`src/rtl/dcd_pkg.sv`:
```
// ----------------------------------------------------------------------------
// dcd_pkg: shared types and constants for the delimited command deframer
// Configuration register indexes, reset values, field widths and the
// character codes used by the case fold.
// ----------------------------------------------------------------------------
package dcd_pkg;

    // default geometry
    localparam int QUEUE_DEPTH_DEF = 16;
    localparam int MSG_LEN_DEF     = 20;

    // result field widths
    localparam int BYTE_W  = 8;
    localparam int POS_W   = 5;
    localparam int QUEUE_W = 4;

    // configuration port
    localparam int CFG_IDX_W  = 3;
    localparam int CFG_DATA_W = 8;

    localparam logic [CFG_IDX_W-1:0] CFG_START_A = 3'd0;
    localparam logic [CFG_IDX_W-1:0] CFG_START_B = 3'd1;
    localparam logic [CFG_IDX_W-1:0] CFG_STOP_A  = 3'd2;
    localparam logic [CFG_IDX_W-1:0] CFG_STOP_B  = 3'd3;
    localparam logic [CFG_IDX_W-1:0] CFG_FOLD    = 3'd4;

    // register reset values
    localparam logic [BYTE_W-1:0] START_A_RST = 8'd91;  // '['
    localparam logic [BYTE_W-1:0] START_B_RST = 8'd33;  // '!'
    localparam logic [BYTE_W-1:0] STOP_A_RST  = 8'd93;  // ']'
    localparam logic [BYTE_W-1:0] STOP_B_RST  = 8'h0D;  // CR

    // case fold: bytes strictly between these bounds are upper-case letters
    localparam logic [BYTE_W-1:0] UPPER_LO   = 8'd64;
    localparam logic [BYTE_W-1:0] UPPER_HI   = 8'd91;
    localparam logic [BYTE_W-1:0] CASE_DELTA = 8'd32;

    // op codes of an input request
    localparam logic OP_BYTE = 1'b0;
    localparam logic OP_READ = 1'b1;

    typedef struct packed {
        logic [BYTE_W-1:0] start_a;
        logic [BYTE_W-1:0] start_b;
        logic [BYTE_W-1:0] stop_a;
        logic [BYTE_W-1:0] stop_b;
        logic              fold;
    } t_cfg;

endpackage

```
`src/rtl/dcd_ram.sv`:
```
// ----------------------------------------------------------------------------
// dcd_ram: generic simple dual-port RAM
// One write port, one read port with a registered read and a read enable.
// ----------------------------------------------------------------------------
module dcd_ram #(
    parameter int WIDTH = 8,
    parameter int DEPTH = 16,
    localparam int AW   = $clog2(DEPTH)
) (
    input  logic             i_clk,
    input  logic             i_we,
    input  logic [AW-1:0]    i_waddr,
    input  logic [WIDTH-1:0] i_wdata,
    input  logic             i_re,
    input  logic [AW-1:0]    i_raddr,
    output logic [WIDTH-1:0] o_rdata
);

    logic [WIDTH-1:0] r_mem [DEPTH];
    logic [WIDTH-1:0] r_rdata;

    always_ff @(posedge i_clk) begin
        if (i_we) begin
            r_mem[i_waddr] <= i_wdata;
        end
        if (i_re) begin
            r_rdata <= r_mem[i_raddr];
        end
    end

    assign o_rdata = r_rdata;

endmodule

```
`src/rtl/dcd_framer.sv`:
```
// ----------------------------------------------------------------------------
// dcd_framer: frame collection and queue push
// Folds case, detects start and stop characters, writes collected bytes
// straight into the free queue slot and records the frame length on push.
// ----------------------------------------------------------------------------
module dcd_framer
    import dcd_pkg::*;
#(
    parameter int QUEUE_DEPTH = QUEUE_DEPTH_DEF,
    parameter int MSG_LEN     = MSG_LEN_DEF,
    localparam int CW = $clog2(QUEUE_DEPTH),
    localparam int FW = $clog2(MSG_LEN + 1),
    localparam int AW = $clog2(QUEUE_DEPTH * MSG_LEN)
) (
    input  logic              i_clk,
    input  logic              i_rst_n,
    input  logic              i_byte_req,
    input  logic [BYTE_W-1:0] i_rx_byte,
    input  t_cfg              i_cfg,
    input  logic [CW-1:0]     i_count,
    output logic              o_store_we,
    output logic [AW-1:0]     o_store_waddr,
    output logic [BYTE_W-1:0] o_store_wdata,
    output logic              o_len_we,
    output logic [CW-1:0]     o_len_waddr,
    output logic [FW-1:0]     o_len_wdata,
    output logic [CW-1:0]     o_write_slot
);

    logic          r_collecting, n_collecting;
    logic [FW-1:0] r_fill, n_fill;
    logic [CW-1:0] r_write_slot, n_write_slot;

    logic [BYTE_W-1:0] folded;
    logic              is_start;
    logic              is_stop;
    logic              queue_full;
    logic              has_room;

    // case fold and character match
    always_comb begin
        folded = i_rx_byte;
        if (i_cfg.fold && (i_rx_byte > UPPER_LO) && (i_rx_byte < UPPER_HI)) begin
            folded = i_rx_byte + CASE_DELTA;
        end
    end

    assign is_start   = (folded == i_cfg.start_a) || (folded == i_cfg.start_b);
    assign is_stop    = (folded == i_cfg.stop_a) || (folded == i_cfg.stop_b);
    assign queue_full = (i_count == CW'(QUEUE_DEPTH - 1));
    assign has_room   = (r_fill < FW'(MSG_LEN));

    // frame state update; start wins over stop
    always_comb begin
        n_collecting = r_collecting;
        n_fill       = r_fill;
        n_write_slot = r_write_slot;
        o_store_we   = 1'b0;
        o_len_we     = 1'b0;
        if (i_byte_req) begin
            priority if (is_start) begin
                n_collecting = 1'b1;
                n_fill       = '0;
            end else if (r_collecting && is_stop) begin
                n_collecting = 1'b0;
                if (!queue_full) begin
                    o_len_we     = 1'b1;
                    n_write_slot = (r_write_slot == CW'(QUEUE_DEPTH - 1)) ? '0
                                                                          : r_write_slot + 1'b1;
                end
            end else if (r_collecting && has_room) begin
                o_store_we = 1'b1;
                n_fill     = r_fill + 1'b1;
            end else begin
                // idle, or buffer full: byte dropped
            end
        end
    end

    // the free slot is never read, so bytes go there directly
    assign o_store_waddr = AW'(r_write_slot) * AW'(MSG_LEN) + AW'(r_fill);
    assign o_store_wdata = folded;
    assign o_len_waddr   = r_write_slot;
    assign o_len_wdata   = r_fill;
    assign o_write_slot  = r_write_slot;

    always_ff @(posedge i_clk) begin
        if (!i_rst_n) begin
            r_collecting <= 1'b0;
            r_fill       <= '0;
            r_write_slot <= '0;
        end else begin
            r_collecting <= n_collecting;
            r_fill       <= n_fill;
            r_write_slot <= n_write_slot;
        end
    end

endmodule

```
`src/rtl/dcd_reader.sv`:
```
// ----------------------------------------------------------------------------
// dcd_reader: message read sequencer
// Walks the oldest slot one byte per cycle through the store RAM, pads past
// the stored length with zeros and holds the RAM output while stalled.
// ----------------------------------------------------------------------------
module dcd_reader
    import dcd_pkg::*;
#(
    parameter int QUEUE_DEPTH = QUEUE_DEPTH_DEF,
    parameter int MSG_LEN     = MSG_LEN_DEF,
    localparam int CW = $clog2(QUEUE_DEPTH),
    localparam int FW = $clog2(MSG_LEN + 1),
    localparam int KW = (MSG_LEN > 1) ? $clog2(MSG_LEN) : 1,
    localparam int AW = $clog2(QUEUE_DEPTH * MSG_LEN)
) (
    input  logic               i_clk,
    input  logic               i_rst_n,
    input  logic               i_read_req,
    input  logic [CW-1:0]      i_count,
    input  logic               i_stall,
    output logic               o_store_re,
    output logic [AW-1:0]      o_store_raddr,
    input  logic [BYTE_W-1:0]  i_store_rdata,
    output logic [CW-1:0]      o_read_slot,
    input  logic [FW-1:0]      i_len_rdata,
    output logic               o_valid,
    output logic               o_msg_valid,
    output logic [BYTE_W-1:0]  o_msg_byte,
    output logic [POS_W-1:0]   o_byte_pos,
    output logic               o_last,
    output logic [QUEUE_W-1:0] o_queued
);

    logic          r_pend, n_pend;
    logic          r_empty, n_empty;
    logic [KW-1:0] r_k, n_k;
    logic [CW-1:0] r_n, n_n;
    logic [CW-1:0] r_read_slot, n_read_slot;

    logic              consume;
    logic              is_last;
    logic [AW-1:0]     base;
    logic [KW+POS_W-1:0]   pos_wide;
    logic [CW+QUEUE_W-1:0] cnt_wide;

    assign consume = r_pend && !i_stall;
    assign is_last = r_empty || (r_k == KW'(MSG_LEN - 1));
    assign base    = AW'(r_read_slot) * AW'(MSG_LEN);

    // sequencer: one store read per delivered byte
    always_comb begin
        n_pend      = r_pend;
        n_empty     = r_empty;
        n_k         = r_k;
        n_n         = r_n;
        n_read_slot = r_read_slot;
        o_store_re  = 1'b0;
        priority if (i_read_req) begin
            n_pend     = 1'b1;
            n_empty    = (i_count == '0);
            n_n        = i_count;
            n_k        = '0;
            o_store_re = (i_count != '0);
        end else if (consume && is_last) begin
            n_pend = 1'b0;
            if (!r_empty) begin
                n_read_slot = (r_read_slot == CW'(QUEUE_DEPTH - 1)) ? '0
                                                                    : r_read_slot + 1'b1;
            end
        end else if (consume) begin
            n_k        = r_k + 1'b1;
            o_store_re = 1'b1;
        end else begin
            // idle or stalled: hold
        end
    end

    assign o_store_raddr = base + AW'(n_k);
    assign o_read_slot   = r_read_slot;

    // result fields
    assign pos_wide    = {{POS_W{1'b0}}, r_k};
    assign cnt_wide    = {{QUEUE_W{1'b0}}, r_n};
    assign o_valid     = r_pend;
    assign o_msg_valid = !r_empty;
    assign o_msg_byte  = (!r_empty && (FW'(r_k) < i_len_rdata)) ? i_store_rdata : '0;
    assign o_byte_pos  = pos_wide[POS_W-1:0];
    assign o_last      = is_last;
    assign o_queued    = cnt_wide[QUEUE_W-1:0];

    always_ff @(posedge i_clk) begin
        if (!i_rst_n) begin
            r_pend      <= 1'b0;
            r_empty     <= 1'b0;
            r_k         <= '0;
            r_n         <= '0;
            r_read_slot <= '0;
        end else begin
            r_pend      <= n_pend;
            r_empty     <= n_empty;
            r_k         <= n_k;
            r_n         <= n_n;
            r_read_slot <= n_read_slot;
        end
    end

endmodule

```
`src/rtl/delimited_command_deframer.sv`:
```
// ----------------------------------------------------------------------------
// delimited_command_deframer: delimited frame receiver with message queue
// Collects start/stop delimited frames from a byte stream into a circular
// queue held in RAM and delivers the oldest message byte by byte on request.
//
//   channel | direction | handshake                 | payload
//   --------+-----------+---------------------------+---------------------------
//   in      | input     | i_in_valid / o_in_stall   | i_op, i_rx_byte
//   out     | output    | o_out_valid / i_out_stall | o_msg_valid, o_msg_byte,
//           |           |                           | o_byte_pos, o_last, o_queued
//   cfg     | input     | i_cfg_we                  | i_cfg_idx, i_cfg_wdata
//
// A read request starts with the first store RAM read, then delivers
// MSG_LEN results (one for an empty queue); the input stalls until its
// last result is taken. Output stalls freeze the RAM read.
// Reset is synchronous; no clearing pass, the store is masked by stored length.
// ----------------------------------------------------------------------------
module delimited_command_deframer
    import dcd_pkg::*;
#(
    parameter int QUEUE_DEPTH = QUEUE_DEPTH_DEF,
    parameter int MSG_LEN     = MSG_LEN_DEF
) (
    input  logic                  i_clk,
    input  logic                  i_rst_n,
    input  logic                  i_in_valid,
    output logic                  o_in_stall,
    input  logic                  i_op,
    input  logic [BYTE_W-1:0]     i_rx_byte,
    output logic                  o_out_valid,
    input  logic                  i_out_stall,
    output logic                  o_msg_valid,
    output logic [BYTE_W-1:0]     o_msg_byte,
    output logic [POS_W-1:0]      o_byte_pos,
    output logic                  o_last,
    output logic [QUEUE_W-1:0]    o_queued,
    input  logic                  i_cfg_we,
    input  logic [CFG_IDX_W-1:0]  i_cfg_idx,
    input  logic [CFG_DATA_W-1:0] i_cfg_wdata
);

    localparam int CW = $clog2(QUEUE_DEPTH);
    localparam int FW = $clog2(MSG_LEN + 1);
    localparam int AW = $clog2(QUEUE_DEPTH * MSG_LEN);

    t_cfg r_cfg;

    logic          in_accept;
    logic          byte_req;
    logic          read_req;
    logic [CW-1:0] write_slot;
    logic [CW-1:0] read_slot;
    logic [CW-1:0] count;

    logic              store_we;
    logic [AW-1:0]     store_waddr;
    logic [BYTE_W-1:0] store_wdata;
    logic              store_re;
    logic [AW-1:0]     store_raddr;
    logic [BYTE_W-1:0] store_rdata;
    logic              len_we;
    logic [CW-1:0]     len_waddr;
    logic [FW-1:0]     len_wdata;
    logic [FW-1:0]     len_rdata;

    // configuration registers
    always_ff @(posedge i_clk) begin
        if (!i_rst_n) begin
            r_cfg.start_a <= START_A_RST;
            r_cfg.start_b <= START_B_RST;
            r_cfg.stop_a  <= STOP_A_RST;
            r_cfg.stop_b  <= STOP_B_RST;
            r_cfg.fold    <= 1'b1;
        end else if (i_cfg_we) begin
            unique case (i_cfg_idx)
                CFG_START_A: r_cfg.start_a <= i_cfg_wdata;
                CFG_START_B: r_cfg.start_b <= i_cfg_wdata;
                CFG_STOP_A:  r_cfg.stop_a  <= i_cfg_wdata;
                CFG_STOP_B:  r_cfg.stop_b  <= i_cfg_wdata;
                CFG_FOLD:    r_cfg.fold    <= i_cfg_wdata[0];
                default: ;
            endcase
        end
    end

    // input handshake: one request at a time while a read is delivered
    assign o_in_stall = o_out_valid;
    assign in_accept  = i_in_valid && !o_in_stall;
    assign byte_req   = in_accept && (i_op == OP_BYTE);
    assign read_req   = in_accept && (i_op == OP_READ);

    // queue occupancy, modulo the slot count
    assign count = (write_slot >= read_slot) ? (write_slot - read_slot)
                                             : (write_slot - read_slot + CW'(QUEUE_DEPTH));

    dcd_framer #(
        .QUEUE_DEPTH (QUEUE_DEPTH),
        .MSG_LEN     (MSG_LEN)
    ) u_framer (
        .i_clk         (i_clk),
        .i_rst_n       (i_rst_n),
        .i_byte_req    (byte_req),
        .i_rx_byte     (i_rx_byte),
        .i_cfg         (r_cfg),
        .i_count       (count),
        .o_store_we    (store_we),
        .o_store_waddr (store_waddr),
        .o_store_wdata (store_wdata),
        .o_len_we      (len_we),
        .o_len_waddr   (len_waddr),
        .o_len_wdata   (len_wdata),
        .o_write_slot  (write_slot)
    );

    dcd_reader #(
        .QUEUE_DEPTH (QUEUE_DEPTH),
        .MSG_LEN     (MSG_LEN)
    ) u_reader (
        .i_clk         (i_clk),
        .i_rst_n       (i_rst_n),
        .i_read_req    (read_req),
        .i_count       (count),
        .i_stall       (i_out_stall),
        .o_store_re    (store_re),
        .o_store_raddr (store_raddr),
        .i_store_rdata (store_rdata),
        .o_read_slot   (read_slot),
        .i_len_rdata   (len_rdata),
        .o_valid       (o_out_valid),
        .o_msg_valid   (o_msg_valid),
        .o_msg_byte    (o_msg_byte),
        .o_byte_pos    (o_byte_pos),
        .o_last        (o_last),
        .o_queued      (o_queued)
    );

    // message bytes, one row of MSG_LEN per slot
    dcd_ram #(
        .WIDTH (BYTE_W),
        .DEPTH (QUEUE_DEPTH * MSG_LEN)
    ) u_store_ram (
        .i_clk   (i_clk),
        .i_we    (store_we),
        .i_waddr (store_waddr),
        .i_wdata (store_wdata),
        .i_re    (store_re),
        .i_raddr (store_raddr),
        .o_rdata (store_rdata)
    );

    // collected length per slot; bytes past it read as zero
    dcd_ram #(
        .WIDTH (FW),
        .DEPTH (QUEUE_DEPTH)
    ) u_len_ram (
        .i_clk   (i_clk),
        .i_we    (len_we),
        .i_waddr (len_waddr),
        .i_wdata (len_wdata),
        .i_re    (1'b1),
        .i_raddr (read_slot),
        .o_rdata (len_rdata)
    );

    // slot pointers stay inside the queue
    a_slots_in_range: assert property (@(posedge i_clk) disable iff (!i_rst_n)
        (write_slot < CW'(QUEUE_DEPTH - 1) || write_slot == CW'(QUEUE_DEPTH - 1)) &&
        (read_slot < CW'(QUEUE_DEPTH - 1) || read_slot == CW'(QUEUE_DEPTH - 1)))
        else $error("slot pointer out of range");

    // the last byte of a message taken pops exactly one slot
    a_pop_on_last: assert property (@(posedge i_clk) disable iff (!i_rst_n)
        (o_out_valid && !i_out_stall && o_last && o_msg_valid) |=>
        (read_slot == (($past(read_slot) == CW'(QUEUE_DEPTH - 1)) ? '0
                                                                  : $past(read_slot) + 1'b1)))
        else $error("read slot not advanced after last byte");

    // no push while a read is delivered
    a_no_push_in_read: assert property (@(posedge i_clk) disable iff (!i_rst_n)
        o_out_valid |=> $stable(write_slot))
        else $error("write slot moved during a read");

    // an empty result only when the queue was empty
    a_empty_result: assert property (@(posedge i_clk) disable iff (!i_rst_n)
        (o_out_valid && !o_msg_valid) |-> (o_last && o_queued == '0 && count == '0))
        else $error("empty result with messages queued");

endmodule
```
`config.mk`:
```
export PLATFORM = sky130hd
export DESIGN_NAME = delimited_command_deframer
export DESIGN_NICKNAME = d
export VERILOG_FILES = /design/src/rtl/dcd_pkg.sv /design/src/rtl/dcd_ram.sv /design/src/rtl/dcd_framer.sv /design/src/rtl/dcd_reader.sv /design/src/rtl/delimited_command_deframer.sv
export SDC_FILE = /design/constraint.sdc
export NUM_CORES = 2
export LEC_CHECK = 0
export ABC_CLOCK_PERIOD_IN_PS = 6600
export BUFFER_PORTS_ARGS = -buffer_cell sky130_fd_sc_hd__buf_2
export CAP_MARGIN = 20
export CORE_ASPECT_RATIO = 1.1
export CORE_MARGIN = 8
export CORE_UTILIZATION = 40
export DETAILED_ROUTE_END_ITERATION = 6
export SETUP_SLACK_MARGIN = 0.1
export SYNTH_ARGS = -nofsm -noshare
export SYNTH_HDL_FRONTEND = slang
export SYNTH_SLANG_ARGS = --single-unit
```
`constraint.sdc`:
```
create_clock -name i_clk -period 6.6 [get_ports i_clk]
set_input_delay 0.66 -clock i_clk [delete_from_list [all_inputs] [get_ports i_clk]]
set_output_delay 0.66 -clock i_clk [all_outputs]
set_load 0.01 [all_outputs]
```
==> impl_metrics.toml <==
[sta]
holdWs_ps = 90.42
clock_skew_ps = 57.01
slew_violations = 0
fin_tns_setup_ps = 0
max_freq_mhz = 155.8
fin_crit_sh_pct = 97.23
hold_violations = 0
setup_viol = 0
tightest_slew_ps = 1162
layout_min_cycle_time_ps = 6417
slew_headroom_pct = 20.53
rsz0062_at_grt = "false"

[critical_path]
crit_chain = "buf_4 > ha_1 > and4bb_2 > nor2_1 > nand2_1 > xor2_1 > nor2_1 > ha_4 > inv_1 > fa_4 > nor2b_1 > o21ai_0 > xor2_1 > nor2_1 > o2111ai_1 > o211ai_1 > nor4_1 > a31oi_1 > or4b_1"
crit_required_ps = 7180
arrival_ps = 7000
crit_family = "simple AND/OR/NAND/NOR gates"
crit_path_start_kind = "flop"
path_buf_inv = 2
crit_top_cell = "nor2_1"
cp-end-kind = "flop"
cp_slowest_cell = "nor4_1"
reg2reg_depth = 19
slowest_delay_ps = 820
crit_cells = 19
path_max_fanout = 12
crit_type = "reg2reg"

[global_routing]
grt.total_usage_pct = 23.30
grt_max_degree = 169
gr-total-overflow = 0
grt_pass1_vias = 68649
grt_pass1_wl_um = 502900
grt_antenna_before_repair = 25

[logic_synthesis]
syn_nets = 7958
seq_area_frac_synth_pct = 73.33
synth_area_um2 = 110200
synth-seq-cells = 2711
synth_edf_count = 2648
synthFlopType = "edfxtp_1"
yosys_warnings = 0
synth_cell_type_count = 88
syn_inst = 7896
postSynth.asyncResetShare_pct = 0
avgSynthCellArea_um2 = 13.95

[clock_tree]
ctsHoldBuffers = 0
cts_made_buffers = 280
ctsLongestPathBuffers = 4
post_cts_buffers = 0
cts_tree = "built"
path_clk_slew_ps = 60
ctsHtreeMaxLevel = 5
cts_root_buf = "clkbuf_16"
clkSinkCount = 2711
insertion_delay_ps = 880

[power]
p_int_mw = 27.73
switching_share_pct = 21.77
switchingPower_mw = 7.719
power.static_leakage_nw = 42.06
powerDensity_nw_per_um2 = 283.6
seqPwrFrac_pct = 53.3
p_clk_share_pct = 42.6
combPwrFrac_pct = 4.0
ir_drop_mv = 0.2187
power.total_mw = 35.45

[final_layout]
fillers = 24032
drive_gt1_share_pct = 12.05
final_common_cell = "edfxtp_1"
final_cell_mix = "2,648 x edfxtp_1, 1,781 x nand2_1, 462 x nand3_1"
syn2layout_area_growth_pct = 13.47
fin_nets = 8165
utilization_pct = 45.50
finalNonFillerCells = 12006

[floorplan]
die_h_um = 566.4
rows = 202
start_util_pct = 40.10
core_area_um2 = 274700
io_pins = 46
die_w_um = 516.4
die_area_um2 = 292500

[drt]
drcViolationCount = 0
finalWirelength_um = 354700
ant_nets = 0
wl_per_cell_um = 29.55
vias = 71997
drt_iter0_markers = 10607
firstDrtPassIters = 7
avgViaCountPerCell = 5.997

[status]
status = "finished clean"

[run]
drv_cap = 0

[place]
routabilityCongestion = 0.9805
port_buffers = 45
dp.cells = 11488
hpwlAfterDp_um = 224300

[hold_path]
hp-class = "in2reg"
whs_path_depth = 3
final cells by class:
type                            count  area [um^2]  share of cell area (%)
Tap cell                         3672         4594                   3.676
Timing Repair Buffer              462         4055                   3.244
Inverter                           26        117.6                 0.09409
Clock inverter                    135         1139                  0.9109
Sequential cell                  2711        80780                   64.63
Antenna cell                       21        52.55                 0.04204
Clock buffer                      357         7391                   5.913
Multi-Input combinational cell   4622        26870                   21.49
power by group through the flow:
stage          Combinational (mW)  Sequential (mW)  Clock, mW
5_1_grt                      1.51             18.9       15.8
4_1_cts                      1.41             18.9       15.2
2_1_floorplan               0.777             19.3          0
3_3_place_gp                 1.39             19.3          0
6_report                     1.43             18.9       15.1
3_5_place_dp                 1.41             19.3          0
path summary, 6_finish.rpt:
path,end,slack [ps],start
max reg2reg,u_store_ram.o_rdata[0]$_DFFE_PP_,180,u_reader.o_byte_pos[1]$_SDFF_PN0_
min reg2reg,r_cfg[32]$_SDFFE_PN0P_,480,r_cfg[32]$_SDFFE_PN0P_
max,u_store_ram.o_rdata[0]$_DFFE_PP_,180,u_reader.o_byte_pos[1]$_SDFF_PN0_
min,r_cfg[22]$_SDFFE_PN1P_,90,i_cfg_wdata[5]
worst register-to-register path, cell delays in order, from the launching register on:
cell	delay, ps
dfxtp_1	290
buf_4	150
ha_1	220
and4bb_2	360
nor2_1	210
nand2_1	90
xor2_1	140
nor2_1	300
ha_4	200
inv_1	60
fa_4	520
nor2b_1	300
o21ai_0	440
xor2_1	540
nor2_1	220
o2111ai_1	140
o211ai_1	150
nor4_1	820
a31oi_1	390
or4b_1	600
cells by family (layout without fill, tap and decap cells):
family,Yosys count,after routing,share of synthesized area [%]
buffers and inverters,563,980,2.476
and+or+nand+nor,3139,3139,12.46
other,0,21,0
adders and majority gates,37,37,0.4543
DFF,2711,2711,73.33
xor gates and xnor gates,51,51,0.4055
AOI/OAI and AO/OA,1058,1058,6.677
muxes,337,337,4.204
state kept, by name (all words and copies together), names as in the netlist:
name	count
u_store_ram.r_mem	2560
u_len_ram.r_mem	80
r_cfg	33
u_store_ram.o_rdata	8
u_framer.o_len_wdata	5
u_len_ram.o_rdata	5
u_reader.o_byte_pos	5
u_framer.o_len_waddr	4
u_reader.o_queued	4
u_reader.o_read_slot	4
u_framer.r_collecting	1
u_reader.o_valid	1
u_reader.r_empty	1
cell usage after synthesis (63+ instances only):
| cell type | count | area share, % |
|---|---|---|
| a211oi_1 | 122 | 0.83 |
| a21oi_1 | 239 | 1.1 |
| a311oi_1 | 68 | 0.54 |
| a31oi_1 | 178 | 1.0 |
| and3_1 | 186 | 1.1 |
| buf_2 | 226 | 1.0 |
| clkbuf_1 | 200 | 0.68 |
| dfxtp_1 | 63 | 1.1 |
| edfxtp_1 | 2648 | 72 |
| mux2i_1 | 232 | 2.1 |
| mux4_2 | 100 | 2.0 |
| nand2_1 | 1795 | 6.1 |
| nand3_1 | 464 | 2.1 |
| nand4_1 | 64 | 0.36 |
| nor2_1 | 274 | 0.93 |
| nor3_1 | 198 | 0.90 |
| o21ai_0 | 70 | 0.32 |
routing by layer:
metal	share of wire (%)	track usage, %	vias up
met4	5.3	10.95	8
li1	-	-	30392
met3	11	5.603	869
met1	38	31.10	36228
met5	0.016	0	-
met2	45	36.02	4500
through the flow:
stage	worst slack [ps]	instance area [um^2]
2_1_floorplan	455.0	110200
3_3_place_gp	196.9	116200
3_5_place_dp	235.2	116300
4_1_cts	340.4	124900
5_1_grt	156.5	125000
6_report	182.7	125000
timing repair:
item	4_1_cts	5_1_grt
resized for setup	0	1
hold endpoints to repair	0	0
endpoints found under the setup margin	0	1
Note: power is estimated with default switching activity, not from simulation.
